==> config.mk <==
export PLATFORM = sky130hd
export DESIGN_NAME = joystick_autorepeat_fsm_top
export DESIGN_NICKNAME = d
export VERILOG_FILES = /design/src/hw/rtl/joy_ar_pkg.sv /design/src/hw/rtl/joystick_autorepeat_fsm_top.sv /design/src/hw/rtl/joy_ar_ram.sv /design/src/hw/rtl/joy_ar_front.sv /design/src/hw/rtl/joy_ar_queue.sv /design/src/hw/rtl/joy_ar_back.sv
export SDC_FILE = /design/constraint.sdc
export NUM_CORES = 1
export LEC_CHECK = 0
export BUFFER_PORTS_ARGS = -buffer_cell sky130_fd_sc_hd__clkbuf_2
export CAP_MARGIN = 20
export CORE_MARGIN = 8
export CORE_UTILIZATION = 39
export CTS_CLUSTER_DIAMETER = 120
export DETAILED_ROUTE_END_ITERATION = 10
export PLACE_DENSITY = 0.66
export SLEW_MARGIN = 25
export SYNTH_ARGS = -nofsm -noshare
export SYNTH_HDL_FRONTEND = slang
export SYNTH_SLANG_ARGS = --single-unit
==> constraint.sdc <==
create_clock -name clk -period 6.8 [get_ports clk]
set_clock_uncertainty 0.1 [all_clocks]
set_input_delay 1.36 -clock clk [delete_from_list [all_inputs] [get_ports clk]]
set_output_delay 1.36 -clock clk [all_outputs]
set_load 0.05 [all_outputs]
==> src/hw/rtl/joy_ar_pkg.sv <==
// ----------------------------------------------------------------------------
// joy_ar_pkg: shared types and codes for the joystick autorepeat block
// Payload structs, configuration set, machine states and register indexes.
// ----------------------------------------------------------------------------
package joy_ar_pkg;

  localparam int CFG_DATA_W = 16;

  localparam logic OP_TICK   = 1'b0;
  localparam logic OP_PUSH   = 1'b1;
  localparam logic KIND_AXIS = 1'b0;
  localparam logic KIND_HAT  = 1'b1;

  typedef enum logic [1:0] {
    REG_TICK_PERIOD   = 2'd0,
    REG_HOLD_TIME     = 2'd1,
    REG_REPEAT_PERIOD = 2'd2,
    REG_DEAD_ZONE     = 2'd3
  } reg_idx_t;

  typedef enum logic [1:0] {
    MODE_TEST   = 2'd0,
    MODE_HOLD   = 2'd1,
    MODE_REPEAT = 2'd2
  } mode_t;

  typedef struct packed {
    logic               operation;
    logic               event_kind;
    logic [15:0]        device_id;
    logic [5:0]         axis_index;
    logic signed [15:0] axis_value;
    logic [3:0]         hat_value;
  } in_t;

  typedef struct packed {
    logic               repeat_valid;
    logic               repeat_kind;
    logic [15:0]        repeat_device;
    logic [5:0]         repeat_axis;
    logic signed [15:0] repeat_axis_value;
    logic [3:0]         repeat_hat;
    logic               dropped;
  } out_t;

  // Normalized joystick event as kept in the event FIFO and the hold latch
  typedef struct packed {
    logic               kind;
    logic [15:0]        device;
    logic [5:0]         axis;
    logic signed [15:0] value;
    logic [3:0]         hat;
  } evt_t;

  typedef struct packed {
    logic is_push;
    evt_t evt;
  } cmd_t;

  typedef struct packed {
    logic [9:0]  tick_period;
    logic [14:0] hold_time;
    logic [14:0] repeat_period;
    logic [14:0] dead_zone;
  } cfg_t;

  typedef struct packed {
    mode_t mode;
    logic  fifo_empty;
    logic  fifo_full;
  } stat_t;

endpackage

==> src/hw/rtl/joystick_autorepeat_fsm_top.sv <==
// ----------------------------------------------------------------------------
// joystick_autorepeat_fsm_top: typematic autorepeat for joystick events
// Queues axis/hat events and repeats a held one on time ticks.
//
//   channel | ports                           | direction | word
//   in      | in_valid, in_ready, in_data     | input     | tick or event push
//   out     | out_valid, out_ready, out_data  | output    | one result per input
//   cfg     | cfg_valid, cfg_ready, cfg_index,| input     | register write
//           | cfg_data                        |           |
//
// One word per cycle while the output is not stalled; a result is registered
// through the decode queue, then the result register.
// The event FIFO is a RAM with registered read; its front is read ahead from
// the next head address, with a bypass for a word written into the head slot.
// Reset is synchronous; no clearing pass, the FIFO fill count guards the RAM.
// A stalled output holds the back end; the two-entry queue fills, then
// in_ready falls.
// ----------------------------------------------------------------------------
module joystick_autorepeat_fsm_top #(
  parameter int FIFO_DEPTH = 16
) (
  input  logic                              clk,
  input  logic                              rst_n,
  input  logic                              in_valid,
  output logic                              in_ready,
  input  joy_ar_pkg::in_t                   in_data,
  output logic                              out_valid,
  input  logic                              out_ready,
  output joy_ar_pkg::out_t                  out_data,
  input  logic                              cfg_valid,
  output logic                              cfg_ready,
  input  logic [1:0]                        cfg_index,
  input  logic [joy_ar_pkg::CFG_DATA_W-1:0] cfg_data
);

  joy_ar_pkg::cfg_t  cfg_r;
  joy_ar_pkg::cmd_t  dec_cmd, q_cmd;
  joy_ar_pkg::stat_t stat;
  logic              dec_valid, dec_ready, q_valid, q_ready;

  assign cfg_ready = 1'b1;

  always_ff @(posedge clk) begin
    if (!rst_n) begin
      cfg_r.tick_period   <= 10'd10;
      cfg_r.hold_time     <= 15'd500;
      cfg_r.repeat_period <= 15'd100;
      cfg_r.dead_zone     <= 15'd4096;
    end else if (cfg_valid && cfg_ready) begin
      case (cfg_index)
        joy_ar_pkg::REG_TICK_PERIOD:   cfg_r.tick_period   <= cfg_data[9:0];
        joy_ar_pkg::REG_HOLD_TIME:     cfg_r.hold_time     <= cfg_data[14:0];
        joy_ar_pkg::REG_REPEAT_PERIOD: cfg_r.repeat_period <= cfg_data[14:0];
        joy_ar_pkg::REG_DEAD_ZONE:     cfg_r.dead_zone     <= cfg_data[14:0];
        default: ;
      endcase
    end
  end

  joy_ar_front u_front (
    .in_valid  (in_valid),
    .in_ready  (in_ready),
    .in_data   (in_data),
    .cmd_valid (dec_valid),
    .cmd_ready (dec_ready),
    .cmd       (dec_cmd)
  );

  joy_ar_queue u_queue (
    .clk      (clk),
    .rst_n    (rst_n),
    .wr_valid (dec_valid),
    .wr_ready (dec_ready),
    .wr_cmd   (dec_cmd),
    .rd_valid (q_valid),
    .rd_ready (q_ready),
    .rd_cmd   (q_cmd)
  );

  joy_ar_back #(
    .FIFO_DEPTH (FIFO_DEPTH)
  ) u_back (
    .clk       (clk),
    .rst_n     (rst_n),
    .cfg       (cfg_r),
    .cmd_valid (q_valid),
    .cmd_ready (q_ready),
    .cmd       (q_cmd),
    .out_valid (out_valid),
    .out_ready (out_ready),
    .out_data  (out_data),
    .stat      (stat)
  );

  a_fifo_levels: assert property (@(posedge clk) disable iff (!rst_n)
    !(stat.fifo_full && stat.fifo_empty))
    else $error("event FIFO reports full and empty at once");

  a_repeat_mode: assert property (@(posedge clk) disable iff (!rst_n)
    (out_valid && out_data.repeat_valid) |-> (stat.mode == joy_ar_pkg::MODE_REPEAT))
    else $error("repeat word issued outside repeat mode");

  a_repeat_no_drop: assert property (@(posedge clk) disable iff (!rst_n)
    (out_valid && out_data.repeat_valid) |-> !out_data.dropped)
    else $error("word flags both repeat and drop");

endmodule

==> src/hw/rtl/joy_ar_ram.sv <==
// ----------------------------------------------------------------------------
// joy_ar_ram: generic single-write, single-read RAM
// One write port, one read port with registered read data.
// ----------------------------------------------------------------------------
module joy_ar_ram #(
  parameter int WIDTH = 8,
  parameter int DEPTH = 16
) (
  input  logic                     clk,
  input  logic                     wr_en,
  input  logic [$clog2(DEPTH)-1:0] wr_addr,
  input  logic [WIDTH-1:0]         wr_data,
  input  logic [$clog2(DEPTH)-1:0] rd_addr,
  output logic [WIDTH-1:0]         rd_data
);

  logic [WIDTH-1:0] mem_r [DEPTH];
  logic [WIDTH-1:0] rd_data_r;

  always_ff @(posedge clk) begin
    if (wr_en) begin
      mem_r[wr_addr] <= wr_data;
    end
    rd_data_r <= mem_r[rd_addr];
  end

  assign rd_data = rd_data_r;

endmodule

==> src/hw/rtl/joy_ar_front.sv <==
// ----------------------------------------------------------------------------
// joy_ar_front: input decode
// Splits items into ticks and pushes and zeroes the unused event parts.
// ----------------------------------------------------------------------------
module joy_ar_front (
  input  logic             in_valid,
  output logic             in_ready,
  input  joy_ar_pkg::in_t  in_data,
  output logic             cmd_valid,
  input  logic             cmd_ready,
  output joy_ar_pkg::cmd_t cmd
);

  always_comb begin
    cmd             = '0;
    cmd.is_push     = (in_data.operation == joy_ar_pkg::OP_PUSH);
    cmd.evt.kind    = in_data.event_kind;
    cmd.evt.device  = in_data.device_id;
    // keep only the part that belongs to this kind of event
    if (in_data.event_kind == joy_ar_pkg::KIND_AXIS) begin
      cmd.evt.axis  = in_data.axis_index;
      cmd.evt.value = in_data.axis_value;
    end else begin
      cmd.evt.hat   = in_data.hat_value;
    end
  end

  assign cmd_valid = in_valid;
  assign in_ready  = cmd_ready;

endmodule

==> src/hw/rtl/joy_ar_queue.sv <==
// ----------------------------------------------------------------------------
// joy_ar_queue: two-entry command queue
// Decouples decode from execution; ready comes straight from a register.
// ----------------------------------------------------------------------------
module joy_ar_queue (
  input  logic             clk,
  input  logic             rst_n,
  input  logic             wr_valid,
  output logic             wr_ready,
  input  joy_ar_pkg::cmd_t wr_cmd,
  output logic             rd_valid,
  input  logic             rd_ready,
  output joy_ar_pkg::cmd_t rd_cmd
);

  joy_ar_pkg::cmd_t slot_r [2];
  logic             wr_ptr_r, wr_ptr_nxt;
  logic             rd_ptr_r, rd_ptr_nxt;
  logic [1:0]       count_r, count_nxt;
  logic             do_wr, do_rd;

  assign wr_ready = (count_r != 2'd2);
  assign rd_valid = (count_r != 2'd0);
  assign rd_cmd   = slot_r[rd_ptr_r];
  assign do_wr    = wr_valid && wr_ready;
  assign do_rd    = rd_valid && rd_ready;

  always_comb begin
    wr_ptr_nxt = do_wr ? ~wr_ptr_r : wr_ptr_r;
    rd_ptr_nxt = do_rd ? ~rd_ptr_r : rd_ptr_r;
    count_nxt  = count_r + 2'(do_wr) - 2'(do_rd);
  end

  always_ff @(posedge clk) begin
    if (!rst_n) begin
      wr_ptr_r <= 1'b0;
      rd_ptr_r <= 1'b0;
      count_r  <= 2'd0;
    end else begin
      wr_ptr_r <= wr_ptr_nxt;
      rd_ptr_r <= rd_ptr_nxt;
      count_r  <= count_nxt;
    end
  end

  always_ff @(posedge clk) begin
    if (do_wr) begin
      slot_r[wr_ptr_r] <= wr_cmd;
    end
  end

endmodule

==> src/hw/rtl/joy_ar_back.sv <==
// ----------------------------------------------------------------------------
// joy_ar_back: event FIFO, test/hold/repeat machine and result register
// Executes one command per cycle while the result register can take it.
// ----------------------------------------------------------------------------
module joy_ar_back #(
  parameter int FIFO_DEPTH = 16
) (
  input  logic              clk,
  input  logic              rst_n,
  input  joy_ar_pkg::cfg_t  cfg,
  input  logic              cmd_valid,
  output logic              cmd_ready,
  input  joy_ar_pkg::cmd_t  cmd,
  output logic              out_valid,
  input  logic              out_ready,
  output joy_ar_pkg::out_t  out_data,
  output joy_ar_pkg::stat_t stat
);

  localparam int AW = $clog2(FIFO_DEPTH);
  localparam int CW = $clog2(FIFO_DEPTH + 1);
  localparam int SW = AW + 1;
  localparam int EW = $bits(joy_ar_pkg::evt_t);

  function automatic logic [16:0] mag17(input logic signed [15:0] v);
    logic signed [16:0] w;
    w = {v[15], v};
    mag17 = v[15] ? unsigned'(-w) : unsigned'(w);
  endfunction

  logic [AW-1:0]       head_r, head_nxt, head_inc, tail;
  logic [SW-1:0]       tail_sum;
  logic [CW-1:0]       count_r, count_nxt;
  joy_ar_pkg::mode_t   mode_r, mode_nxt;
  joy_ar_pkg::evt_t    held_r, held_nxt;
  logic [15:0]         elapsed_r, elapsed_nxt, grown, shrunk;
  logic [16:0]         grow_sum;
  logic                out_valid_r;
  joy_ar_pkg::out_t    out_data_r, result;
  logic                byp_r;
  joy_ar_pkg::evt_t    byp_data_r;
  logic [EW-1:0]       ram_rd;
  joy_ar_pkg::evt_t    front;
  logic                go, tick, push;
  logic                fifo_full, front_present, front_active, differs, reach;
  logic                wr_en, pop, emit, drop;
  logic [16:0]         dz17, front_mag, held_mag;

  assign go        = cmd_valid && (!out_valid_r || out_ready);
  assign cmd_ready = !out_valid_r || out_ready;
  assign push      = go && cmd.is_push;
  assign tick      = go && !cmd.is_push;

  // FIFO addressing, head + count wraps at most once
  assign tail_sum  = SW'(head_r) + SW'(count_r);
  assign tail      = (tail_sum >= SW'(FIFO_DEPTH)) ? AW'(tail_sum - SW'(FIFO_DEPTH))
                                                   : AW'(tail_sum);
  assign head_inc  = (head_r == AW'(FIFO_DEPTH - 1)) ? '0 : head_r + AW'(1);
  assign fifo_full = (count_r == CW'(FIFO_DEPTH));
  assign front_present = (count_r != '0);

  // front word: RAM read of the next head, or the word written there last cycle
  assign front = byp_r ? byp_data_r : joy_ar_pkg::evt_t'(ram_rd);

  assign dz17      = {2'b00, cfg.dead_zone};
  assign front_mag = mag17(front.value);
  assign held_mag  = mag17(held_r.value);

  assign front_active = (front.kind == joy_ar_pkg::KIND_HAT) ? (front.hat != 4'd0)
                                                             : (front_mag >= dz17);

  always_comb begin
    if (held_r.kind != front.kind) begin
      differs = 1'b1;
    end else if (front.kind == joy_ar_pkg::KIND_HAT) begin
      differs = (held_r.hat != front.hat);
    end else begin
      differs = (held_r.axis != front.axis) || (held_r.value[15] != front.value[15]) ||
                ((held_mag < dz17) != (front_mag < dz17));
    end
  end

  // elapsed time: saturating grow, then clamped subtract of the repeat period
  assign grow_sum = {1'b0, elapsed_r} + {7'd0, cfg.tick_period};
  assign grown    = grow_sum[16] ? 16'hFFFF : grow_sum[15:0];
  assign reach    = (grown >= {1'b0, cfg.hold_time});
  assign shrunk   = (grown > {1'b0, cfg.repeat_period}) ? grown - {1'b0, cfg.repeat_period}
                                                        : 16'd0;

  // next state
  always_comb begin
    mode_nxt = mode_r;
    if (tick) begin
      case (mode_r)
        joy_ar_pkg::MODE_HOLD, joy_ar_pkg::MODE_REPEAT: begin
          if (front_present && differs) begin
            mode_nxt = joy_ar_pkg::MODE_TEST;
          end else if (mode_r == joy_ar_pkg::MODE_HOLD && reach) begin
            mode_nxt = joy_ar_pkg::MODE_REPEAT;
          end
        end
        default: begin
          mode_nxt = (front_present && front_active) ? joy_ar_pkg::MODE_HOLD
                                                     : joy_ar_pkg::MODE_TEST;
        end
      endcase
    end
  end

  // actions
  always_comb begin
    pop         = 1'b0;
    emit        = 1'b0;
    held_nxt    = held_r;
    elapsed_nxt = elapsed_r;
    wr_en       = push && !fifo_full;
    drop        = push && fifo_full;
    if (tick) begin
      case (mode_r)
        joy_ar_pkg::MODE_HOLD, joy_ar_pkg::MODE_REPEAT: begin
          elapsed_nxt = grown;
          pop         = front_present && !differs;
          if (!(front_present && differs) && mode_r == joy_ar_pkg::MODE_REPEAT && reach) begin
            emit        = 1'b1;
            elapsed_nxt = shrunk;
          end
        end
        default: begin
          pop = front_present;
          if (front_present && front_active) begin
            held_nxt    = front;
            elapsed_nxt = 16'd0;
          end
        end
      endcase
    end
  end

  always_comb begin
    head_nxt  = pop ? head_inc : head_r;
    count_nxt = count_r + CW'(wr_en) - CW'(pop);
  end

  always_comb begin
    result         = '0;
    result.dropped = drop;
    if (emit) begin
      result.repeat_valid      = 1'b1;
      result.repeat_kind       = held_r.kind;
      result.repeat_device     = held_r.device;
      result.repeat_axis       = held_r.axis;
      result.repeat_axis_value = held_r.value;
      result.repeat_hat        = held_r.hat;
    end
  end

  joy_ar_ram #(
    .WIDTH (EW),
    .DEPTH (FIFO_DEPTH)
  ) u_fifo_ram (
    .clk     (clk),
    .wr_en   (wr_en),
    .wr_addr (tail),
    .wr_data (cmd.evt),
    .rd_addr (head_nxt),
    .rd_data (ram_rd)
  );

  always_ff @(posedge clk) begin
    if (!rst_n) begin
      head_r      <= '0;
      count_r     <= '0;
      mode_r      <= joy_ar_pkg::MODE_TEST;
      held_r      <= '0;
      elapsed_r   <= 16'd0;
      out_valid_r <= 1'b0;
      byp_r       <= 1'b0;
    end else begin
      head_r    <= head_nxt;
      count_r   <= count_nxt;
      mode_r    <= mode_nxt;
      held_r    <= held_nxt;
      elapsed_r <= elapsed_nxt;
      byp_r     <= wr_en && (tail == head_nxt);
      if (go) begin
        out_valid_r <= 1'b1;
      end else if (out_ready) begin
        out_valid_r <= 1'b0;
      end
    end
  end

  always_ff @(posedge clk) begin
    byp_data_r <= cmd.evt;
    if (go) begin
      out_data_r <= result;
    end
  end

  assign out_valid       = out_valid_r;
  assign out_data        = out_data_r;
  assign stat.mode       = mode_r;
  assign stat.fifo_empty = !front_present;
  assign stat.fifo_full  = fifo_full;

endmodule

### Yosys cells after proc, flatten, opt, wreduce, memory -nomap -nowiden

Memories as Yosys holds them, arrays and structs flattened. A register that Yosys moved wholly into a read port is not among the register bits.
Cells that the tools add are included.

| storage, ports and cells | value |
|---|---|
| memories | 2 |
| word-level logic and storage cells | 136 |
| register bits after elaboration | 219 |
| RAM bits | 776 |
| input port bits | 67 |
| output and inout port bits | 48 |

| cells by class | value |
|---|---|
| equal/unequal tests | 15 |
| multiplexer cells | 34 |
| bitwise operators | 3 |
| magnitude comparators | 6 |
| reduce and logical (&&, ||, !) cells | 35 |
| $add $sub $neg | 11 |

Memory list:

| name | depth | width | rd ports | clocked after memory_dff | wr ports | line | source |
|---|---|---|---|---|---|---|---|
| u_back.u_fifo_ram.mem_r | 16 | 43 | 1 | 1 | 1 | joy_ar_ram.sv:17 | `logic [WIDTH-1:0] mem_r [DEPTH];` |
| u_queue.slot_r | 2 | 44 | 1 | 1 | 1 | joy_ar_queue.sv:16 | `joy_ar_pkg::cmd_t slot_r [2];` |

Operators with widths:

| kind | count |
|---|---|
| 16-bit 2-to-1 mux | 5 |
| 44-bit 2-to-1 mux | 1 |
| 43-bit 2-to-1 mux | 1 |
| 17-bit by 15-bit less-than comparator with 1-bit output | 2 |
| 17-bit 2-to-1 mux | 2 |
| 16-bit negation with 17-bit output | 2 |
| 22-bit 2-to-1 mux | 1 |
| 16-bit by 10-bit adder with 17-bit output | 1 |
| 17-bit by 15-bit greater-or-equal comparator with 1-bit output | 1 |
| 1-bit 2-to-1 mux | 17 |
| 16-bit by 15-bit greater-or-equal comparator with 1-bit output | 1 |
| 16-bit by 15-bit > comparator with 1-bit output | 1 |
| 4-bit 2-to-1 mux | 4 |
| 16-bit by 15-bit subtractor with 16-bit output | 1 |
| 1-bit logical AND | 13 |
| 2-bit AND reduction | 6 |
| 2-bit == test, second input constant | 3 |
| 2-bit 2-to-1 mux | 3 |
| 6-bit inequality test | 1 |
| 2-bit nonzero test | 3 |
| 4-bit by 5-bit adder with 5-bit output | 1 |
| 5-bit by 1-bit adder with 5-bit output | 1 |
| 5-bit == test, second input constant | 1 |
| 5-bit greater-or-equal comparator, second input constant | 1 |
| 20 further kinds | 31 |

### Depth between registers and ports, before layout

Gate-level depths: netlist (run 1).

| depth | value |
|---|---|
| depth after elaboration | 16 |
| gate-level depth with buffers | 30 |
| mapped depth without buffers | 25 |

### Hierarchy

Synthesis (run 1) repeated with hierarchy kept, for this count alone.

| second synthesis, totals | value |
|---|---|
| cells, all modules | 2,506 |
| area total of the unflattened synthesis | 42,291.8 sq um |

Modules (own cells, without submodules):

| module | area an instance (sq um) | instances | seq. area each (sq um) | cells each |
|---|---|---|---|---|
| joy_ar_ram | 26,639.3 | 1 | 21,520.6 | 1,116 |
| joy_ar_back | 9,536.6 | 1 | 3,653.5 | 967 |
| joy_ar_queue | 3,613.5 | 1 | 2,742.6 | 161 |
| joystick_autorepeat_fsm_top | 2,173.3 | 1 | 1,101.1 | 214 |
| joy_ar_front | 329.1 | 1 | 0.0 | 48 |

### Worst setup path after synthesis (run 1)

Ideal clock, no wire load.

| path | value |
|---|---|
| path kind | reg-to-reg |
| start | reg u_back.byp_r |
| end | reg u_back.count_r[4] |
| required time | 6.584 ns |
| buffers on the path | 5 |
| arrival time | 6.132 ns |
| cell stages (with the launch flop) | 31 |
| setup time | 0.116 ns |
| period minus slack after synthesis | 6.348 ns |
| setup slack | 0.452 ns |
| cell sequence | dfxtp_1 > buf_4 > buf_4 > buf_4 > buf_1 > clkbuf_1 > mux2i_1 > ha_1 > nand3_1 > o21bai_1 > o21ai_0 > xor2_1 > ha_1 > nand4_1 > nor2_1 > a2111oi_0 > o21ai_0 > a221oi_2 > mux2_4 > nor2_1 > inv_1 > ha_1 > inv_1 > ha_1 > inv_1 > fa_1 > inv_1 > a21oi_1 > nor2_1 > or3_1 > and3_1 |

| between the ends | value |
|---|---|
| cells in the longest elaborated chain, start to end | 13 |
| elaborated cells on any way between the ends | 18 |
| those cells by class | 2 x add/sub; 1 x order compare; 5 x eq/ne; 6 x mux; 4 x reduce/logical |

RTL lines:

| what | line | source |
|---|---|---|
| start, declared | joy_ar_back.sv:40 | `logic byp_r;` |
| start signal, assigned | joy_ar_back.sv:184 | `byp_r <= wr_en && (tail == head_nxt);` |
| 43-bit 2-to-1 mux * | joy_ar_back.sv:63 | `assign front = byp_r ? byp_data_r : joy_ar_pkg::evt_t'(ram_rd);` |
| 16-bit negation with 17-bit output | joy_ar_back.sv:28 | `mag17 = v[15] ? unsigned'(-w) : unsigned'(w);` |
| 17-bit 2-to-1 mux | joy_ar_back.sv:28 |  |
| 17-bit by 15-bit less-than comparator with 1-bit output | joy_ar_back.sv:79 | `((held_mag < dz17) != (front_mag < dz17));` |
| 1-bit inequality test | joy_ar_back.sv:79 |  |
| 1-bit logical OR | joy_ar_back.sv:78 | `differs = (held_r.axis != front.axis) \|\| (held_r.value[15] != front.value[15]) \|\|` |
| 1-bit 2-to-1 mux | joy_ar_back.sv:75 | `end else if (front.kind == joy_ar_pkg::KIND_HAT) begin` |
| 1-bit 2-to-1 mux * | joy_ar_back.sv:73 | `if (held_r.kind != front.kind) begin` |
| 1-bit logical NOT * | joy_ar_back.sv:122 | `pop = front_present && !differs;` |
| 1-bit logical AND * | joy_ar_back.sv:122 |  |
| 1-bit 2-to-1 mux * | joy_ar_back.sv:119 | `case (mode_r)` |
| 1-bit 2-to-1 mux * | joy_ar_back.sv:118 | `if (tick) begin` |
| 5-bit by 1-bit subtractor with 5-bit output * | joy_ar_back.sv:141 | `count_nxt = count_r + CW'(wr_en) - CW'(pop);` |
| end signal, assigned | joy_ar_back.sv:180 | `count_r <= count_nxt;` |
| end, declared | joy_ar_back.sv:33 | `logic [CW-1:0] count_r, count_nxt;` |

Every way passes the cells marked *; elsewhere a longest branch is shown, timed or not.
A chain may end at the register's enable or synchronous reset.

### Worst setup path in the final report (run 1)

| path | value |
|---|---|
| start | reg u_back.byp_r |
| end | reg u_back.u_fifo_ram.rd_data_r[15], in the netlist u_back.u_fifo_ram.rd_data[15] (read register of u_back.u_fifo_ram.mem_r) |

| between the ends | value |
|---|---|
| cells in the longest elaborated chain, start to end | 13 |
| elaborated cells on any way between the ends | 18 |
| those cells by class | 1 x add/sub; 1 x order compare; 5 x eq/ne; 7 x mux; 4 x reduce/logical |

RTL lines:

| what | line | source |
|---|---|---|
| 43-bit 2-to-1 mux * | joy_ar_back.sv:63 |  |
| 16-bit negation with 17-bit output | joy_ar_back.sv:28 |  |
| 17-bit 2-to-1 mux | joy_ar_back.sv:28 |  |
| 17-bit by 15-bit less-than comparator with 1-bit output | joy_ar_back.sv:79 |  |
| 1-bit inequality test | joy_ar_back.sv:79 |  |
| 1-bit logical OR | joy_ar_back.sv:78 |  |
| 1-bit 2-to-1 mux | joy_ar_back.sv:75 |  |
| 1-bit 2-to-1 mux * | joy_ar_back.sv:73 |  |
| 1-bit logical NOT * | joy_ar_back.sv:122 |  |
| 1-bit logical AND * | joy_ar_back.sv:122 |  |
| 1-bit 2-to-1 mux * | joy_ar_back.sv:119 |  |
| 1-bit 2-to-1 mux * | joy_ar_back.sv:118 |  |
| 4-bit 2-to-1 mux * | joy_ar_back.sv:140 | `head_nxt = pop ? head_inc : head_r;` |
| end, declared | joy_ar_ram.sv:18 | `logic [WIDTH-1:0] rd_data_r;` |

Marked as above.

==> results of run 1 <==
-- worst reg2reg max path, cell delays in order, from the launching register on --
cell and delay (ns):
dfxtp_4 0.57, mux2i_1 0.38, ha_1 0.29, nand3_1 0.11, o21bai_1 0.22, o21ai_0 0.29, xor2_1 0.19, ha_1 0.27
nand4_1 0.14, nor2_1 0.05, a2111oi_0 0.32, o21ai_0 0.20, a221oi_2 0.51, mux2i_1 0.51, nand3_4 0.28, buf_4 0.44
and3_1 0.40, a211oi_1 0.25, a311oi_1 0.09, or4_1 0.53
-- kinds of logic after synthesis --
family | after synthesis | synth area share
adders and majority gates | 89 | 0.02652
muxes | 118 | 0.02916
buffers and inverters | 284 | 0.02861
and+or+nand+nor | 1018 | 0.1148
xor gates and xnor gates | 73 | 0.01483
AOI/OAI and AO/OA | 597 | 0.1131
other | 1 | 0.00008696
DFF | 1039 | 0.6729
-- per-layer routing --
layer	share of wire	wire length [um]	global-route usage
met1	0.44	47290	0.2383
met2	0.47	50410	0.2791
met3	0.069	7424	0.02920
met4	0.020	2109	0.04448
met5	0.00076	82	0
-- final cells by class --
cell class                 instances  area, sq um
antenna                            1        2.502
clock buffer                     151         2994
clock inverter                    44        465.4
fill                            9806        61130
inverter                          77        289.0
multi-input combinational       1896        13100
sequential                      1039        29020
tap                             1488         1862
timing repair buffer             174         1344
-- power by group through the flow --
stage,Clock (mW),Combinational [mW],Sequential [mW]
6_report,5.76,6.29,8.41
4_1_cts,5.85,6.30,8.41
3_3_place_gp,0,6.18,8.52
2_1_floorplan,0,4.22,8.70
5_1_grt,6.09,6.89,8.47
3_5_place_dp,0,6.28,8.54
-- stage by stage --
step / util / cells / worst slack, ns / power [mW]
2_1_floorplan: - / 3219 / 0.4520 / 12.93
3_3_place_gp: 0.4134 / 4672 / 0.6598 / 14.70
3_5_place_dp: 0.4134 / 4672 / 0.5674 / 14.82
4_1_cts: 0.4448 / 4867 / 0.5385 / 20.56
5_1_grt: 0.4454 / 4870 / 0.05574 / 21.46
6_report: 0.4454 / 4870 / 0.5106 / 20.45
-- cells in the final DEF (no fill, tap or decap), drive strengths merged, types with 9 or more instances in the layout --
cell and count:
a22oi 12, nand2b 14, a311oi 172, a21o 15, mux2i 63, a21oi 39
nand4 11, xnor2 57, nand2 522, a211oi 175, bufinv 9, inv 80
and3 177, or4 45, nor2 61, nand3 15, edfxtp 821, xor2 16
nor4 11, buf 63, ha 85, clkinv 28, clkbuf 262, nor2b 63
o21ai 40, o211ai 15, dfxtp 218, o211a 43, a21boi 41, nor3 21
mux2 55, and2 62
-- flip-flops by register name (all words and copies together), names as in the netlist, named ones only --
signal and flops:
u_queue.wr_ptr_r 1, u_back.head_r 4, u_back.mode_r 2, u_back.held_r 43
u_queue.rd_ptr_r 1, cfg_r 55, u_queue.slot_r 88, u_back.u_fifo_ram.rd_data 43
u_back.count_r 5, u_back.byp_data_r 43, u_back.u_fifo_ram.mem_r 688, u_back.out_valid 1
u_back.out_data 45, u_back.byp_r 1, u_back.elapsed_r 16, u_queue.count_r 2
-- worst min path at each step --
stage,startpoint,endpoint,cells after the start
2_1_floorplan,cfg_r[28]$_SDFFE_PN0P_,cfg_r[28]$_SDFFE_PN0P_,2
3_3_place_gp,cfg_r[22]$_SDFFE_PN0P_,cfg_r[22]$_SDFFE_PN0P_,2
3_5_place_dp,cfg_r[33]$_SDFFE_PN0P_,cfg_r[33]$_SDFFE_PN0P_,2
4_1_cts,cfg_r[33]$_SDFFE_PN0P_,cfg_r[33]$_SDFFE_PN0P_,2
5_1_grt,cfg_r[33]$_SDFFE_PN0P_,cfg_r[33]$_SDFFE_PN0P_,2
6_report,cfg_r[33]$_SDFFE_PN0P_,cfg_r[33]$_SDFFE_PN0P_,2
==> summary.md, run 1 <==
| Metric | Value |
|---|---|
| Run status | finished, final reports clean |
| Final net count | 3447 |
| CP bufs+invs | 1 |
| Fraction of final layout cells sized beyond drive strength 1 | 0.1375 |
| Area Growth Syn to Fin | 13.82% |
| Chip width | 348.5 um |
| Crit path max fanout | just over 70 |
| Worst-path cell chain | mux2i_1, ha_1, nand3_1, o21bai_1, o21ai_0, xor2_1, ha_1, nand4_1, nor2_1, a2111oi_0, o21ai_0, a221oi_2, mux2i_1, nand3_4, buf_4, and3_1, a211oi_1, a311oi_1, or4_1 |
| Detailed Place HPWL | 59780 um |
| Synth Register Bits | approximately 1000 |
| Period utilization | 0.9249 |
| Clock H-tree levels | 3 |
| FF-to-FF path depth | 19 |
| Sequential fraction of the synthesis area | 0.6729 |
| Post-layout minimum cycle time | 6.289 ns |
| Critical path start-end classification | flip-flop to flip-flop |
| Clock sinks | ~1000 |
| Post-synth EDFFs | 821 |
| Slew @ Worst Pin | 1.011 ns |
| P_int | around 14 mW |
| Top-area cell type share of the netlist area | 0.5717 |
| GRT Util Overall | 0.1716 |
| Critical Path RT | 7.23 ns |
| Final wirelength | 107300 um |
| Max-cap violations | 0 |
| Min-delay worst type | flip-flop to flip-flop |
| Post-synth cell types | 70 |
| Area of the die | between 0.1 and 0.15 sq mm |
| Critical path's top delay family | compound AO/OA/AOI/OAI gates |
| Vias | 26670 |
| First-pass GRT wire length | 161900 um |
| Worst Path Arrival | 6.72 ns |
| Rows | around 120 |
| Pin count of the biggest net entering global routing | 170 |
| Buffers on Ports | approximately 110 |
| Synthesized netlist cell count | 3219 |
| Design area | between 0.04 and 0.05 sq mm |
| Syn. warnings | 0 |
| Clock Tree Buf Depth | 3 |
| CP startpoint kind | flip-flop |
| Post-synth ARST share | 0 |
| Final Hold Fails | 0 |
| Vias/cell | roughly 5.5 |
| Sw Share | 0.3360 |
| Syn Area/Cell | 13.40 sq um |
| Post-CTS Hold Buffers | 0 |
| Min Hold Slack | 0.3660 ns |
| Clock Power Share | 0.281 |
| Combinational share of power | 0.308 |
| CTS root buffer | clkbuf_16 |
| RSZ-0062 raised after global routing | false |
| CP max stage delay | 0.57 ns |
| LEAKAGE | around 17 nW |
| Remaining DRCs | 0 |
| GRT Residual Overflow | 0 |
| Worst slew margin | 0.3241 |
| Chip Height | between 300 and 400 um |
| R2r startpoint | u_back.byp_r$_SDFF_PN0_ |
| Setup crit start | u_back.byp_r$_SDFF_PN0_ |
| Setup tns final | 0 ns |
| First-pass detailed-route iteration total | 6 |
| Crit-path slowest cell | dfxtp_4 |
| Max Freq | 159.0 MHz |
| CTS tree | built |
| Initial antenna violation count | 7 |
| Post-Syn Area | 0.04312 sq mm |
| Core area | 0.1102 sq mm |
| Most common cell in the netlist | edfxtp_1 |
| Setup Fix Bufs, Post-CTS | 0 |
| Starting density of the core | 0.3913 |
| Vias in the first global route | 26110 |
| Synth area leaders | edfxtp_1 (57%), dfxtp_1 (10%), nand2_1 (4.5%) |
| R2R Path End | u_back.u_fifo_ram.rd_data[15]$_DFF_P_ |
| Post-Place Cell Area | 0.04557 sq mm |
| Routability cong. | 0.8354 |
| Seq pwr share | 0.411 |
| CTS Buf Count | 103 |
| Clock-pin slew on the worst setup and hold paths | 0.06 ns |
| Power Dens Cells | 416.7 mW/mm^2 |
| Iteration-0 DRC Markers | 2528 |
| Post-synth net total | 3375 |
| Most used DFF post-synth | edfxtp_1 |
| FF-to-FF setup slack | 0.51 ns |
| Top Ports | 115 |
| Pins Over Slew Limit | 0 |
| ANT nets after route | 0 |
| Peak supply drop | about 0.3 mV |
| Routed len/inst | ~22 um |
| Final Setup Violations | 0 |
| Most frequent cells after synthesis | edfxtp_1 (821), nand2_1 (521), dfxtp_1 (218) |
| NetSw | 6.873 mW |
| Clk_lat worst skew | 0.68 ns |
| Post-cts sizing count | 0 |
| Worst Setup End Kind | flip-flop |
| Worst Setup EP | u_back.u_fifo_ram.rd_data[15]$_DFF_P_ |
| Synth area leader | edfxtp_1 |
| Levels on crit path | 19 |
No activity file was read; power rests on OpenSTA's default activity.
==> run 2, diff against run 1 <==
==> constraint.sdc (replaced) <==
create_clock -name clk -period 6.8 [get_ports clk]
set_clock_uncertainty 0.1 [all_clocks]
set_input_delay 0.34 -clock clk [delete_from_list [all_inputs] [get_ports clk]]
set_output_delay 0.34 -clock clk [all_outputs]
set_load 0.05 [all_outputs]
==> run 2 against run 1 <==
  * Wire length increased by 1.1%
  * Cell count increased by 1.3%
  * Sequential share of layout area decreased by 0.61 points
  * Die area unchanged
  * Combinational power increased by 0.6%
  * Non-clock buffer count increased by 63
  * Critical endpoint is now u_back.u_fifo_ram.rd_data[17]$_DFF_P_
==> summary.md, run 2 (synthesis results as in run 1) <==
| Metric | Value |
|---|---|
| Vias in the first global route | 26210 |
| R2r startpoint | u_back.byp_r$_SDFF_PN0_ |
| Routed len/inst | roughly 22 um |
| Pins Over Slew Limit | 0 |
| FF-to-FF setup slack | ~0.60 ns |
| Crit path max fanout | 63 |
| CTS Buf Count | between 100 and 150 |
| Peak supply drop | 0.3365 mV |
| First-pass detailed-route iteration total | 6 |
| FF-to-FF path depth | 18 |
| R2R Path End | u_back.u_fifo_ram.rd_data[17]$_DFF_P_ |
| Final wirelength | 108500 um |
| Chip Height | between 300 and 400 um |
| Setup Fix Bufs, Post-CTS | 0 |
| Final net count | roughly 3500 |
| Placed insts | approximately 4700 |
| Remaining DRCs | 0 |
| Clk_lat worst skew | 0.68 ns |
| Most frequent cells in the layout | edfxtp_1 (821), nand2_1 (521), dfxtp_1 (216) |
| Area Growth Syn to Fin | 15.01% |
| Setup tns final | 0 ns |
| Pin count of the biggest net entering global routing | 116 |
| Core area | ~0.11 sq mm |
| Post-CTS Hold Buffers | 59 |
| Post-cts sizing count | 0 |
| Clock-pin slew on the worst setup and hold paths | approximately 0.060 ns |
| Reg with most FFs | u_back.u_fifo_ram.mem_r |
| Clock sinks | slightly above 1000 |
| Max Freq | 161.4 MHz |
| First-pass GRT wire length | 162000 um |
| Vias/cell | between 5 and 6 |
| Clock H-tree levels | 3 |
| # diodes | 0 |
| Final Hold Fails | 0 |
| Regs by FF count | u_back.u_fifo_ram.mem_r x688, u_queue.slot_r x88, cfg_r x55 |
| Critical Path RT | 7.23 ns |
| Worst Path Arrival | 6.62 ns |
| Run status | finished, final reports clean |
| Iteration-0 DRC Markers | 2401 |
| Critical path start-end classification | flip-flop to flip-flop |
| Clock Tree Buf Depth | 3 |
| Period utilization | 0.9113 |
| Worst Hold End | u_queue.wr_ptr_r$_SDFFE_PN0P_ |
| Area of the die | 0.1215 sq mm |
| ANT nets after route | 0 |
| Buffers on Ports | 112 |
| Worst Setup End Kind | flip-flop |
| Min-delay worst type | input pin to flip-flop |
| Chip width | 348.5 um |
| Routability cong. | 0.8204 |
| GRT Residual Overflow | 0 |
| Fillers | 9782 |
| Power Dens Cells | 410.9 mW/mm^2 |
| Max FFs per register | 688 |
| Final Setup Violations | 0 |
| Worst slew margin | 0.3286 |
| Rows | between 100 and 150 |
| CTS root buffer | clkbuf_16 |
| LEAKAGE | between 15 and 20 nW |
| Max-cap violations | 0 |
| WHS Path Cells | 4 |
| Top Ports | 115 |
| Final core utilization | 0.4500 |
| Post-layout minimum cycle time | around 6.2 ns |
| Vias | 26780 |
| Initial antenna violation count | 1 |
| GRT Util Overall | 0.1721 |
| Detailed Place HPWL | just over 60000 um |
| Slew @ Worst Pin | 1.005 ns |
| CP startpoint kind | flip-flop |
| Fraction of final layout cells sized beyond drive strength 1 | 0.1370 |
| Commonest non-fill, non-tap cell in the layout | edfxtp_1 |
| CTS tree | built |
| Starting density of the core | 0.3913 |
| Fin cells | 4934 |
| HP Start | in_valid |
| RSZ-0062 raised after global routing | false |
## run 2: through the flow
| stage | cell area, sq um | hold slack, ns | worst slack (ns) | power (mW) |
|---|---|---|---|---|
| floorplan | 43120 | 0.3389 | 0.4520 | 12.93 |
| global placement | 45560 | 0.3535 | 0.6339 | 14.74 |
| detailed placement | 45600 | 0.3581 | 0.6414 | 14.87 |
| CTS | 49580 | 0.01679 | 0.6213 | 20.50 |
| global route | 49600 | 0.06615 | 0.1387 | 21.38 |
| finish | 49600 | 0.05603 | 0.6032 | 20.38 |
## run 2: power by group
part / internal [mW] / switching, mW
Clock: 3.21 / 2.41
Sequential: 8.00 / 0.425
Combinational: 2.23 / 4.11
## run 2: area by class of cell
cell class                 instances  area, sq um  share of cell area
clock inverter                    43        396.6            0.007997
clock buffer                     154         2992             0.06032
sequential                      1039        29020              0.5852
multi-input combinational       1896        13100              0.2641
timing repair buffer             237         1937             0.03905
tap                             1488         1862             0.03754
inverter                          77        289.0            0.005828
## run 2: critical path: stages, from the launching register on
cell and delay [ns]:
dfxtp_4 0.54, mux2i_1 0.38, ha_1 0.30, nand3_1 0.12
o21bai_1 0.21, o21ai_0 0.28, xor2_1 0.19, ha_1 0.27
nand4_1 0.13, nor2_1 0.05, a2111oi_0 0.33, o21ai_0 0.21
a221oi_2 0.57, mux2i_1 0.26, a2111oi_0 0.54, a21o_4 0.46
buf_12 0.35, a311oi_1 0.16, or4_1 0.53
## run 2: how the worst max path moves through the flow
stage,startpoint,endpoint,slack (ns),cells after the start
6_report,u_back.byp_r$_SDFF_PN0_,u_back.u_fifo_ram.rd_data[17]$_DFF_P_,0.60,18
5_1_grt,u_back.byp_r$_SDFF_PN0_,u_back.u_fifo_ram.rd_data[17]$_DFF_P_,0.14,18
4_1_cts,u_back.byp_r$_SDFF_PN0_,u_back.u_fifo_ram.rd_data[14]$_DFF_P_,0.62,18
3_5_place_dp,u_back.byp_r$_SDFF_PN0_,u_back.u_fifo_ram.rd_data[32]$_DFF_P_,0.64,18
3_3_place_gp,u_back.byp_r$_SDFF_PN0_,u_back.u_fifo_ram.rd_data[12]$_DFF_P_,0.63,18
2_1_floorplan,u_back.byp_r$_SDFF_PN0_,u_back.count_r[4]$_SDFF_PN0_,0.45,30
## run 2: metal layers
layer | GRT usage | routed length [um] | vias to the layer above
li1 | - | - | 12460
met1 | 0.2358 | 47760 | 13300
met2 | 0.2812 | 50980 | 879
met3 | 0.03128 | 7478 | 146
met4 | 0.04666 | 2241 | 0
met5 | 0 | 0 | -
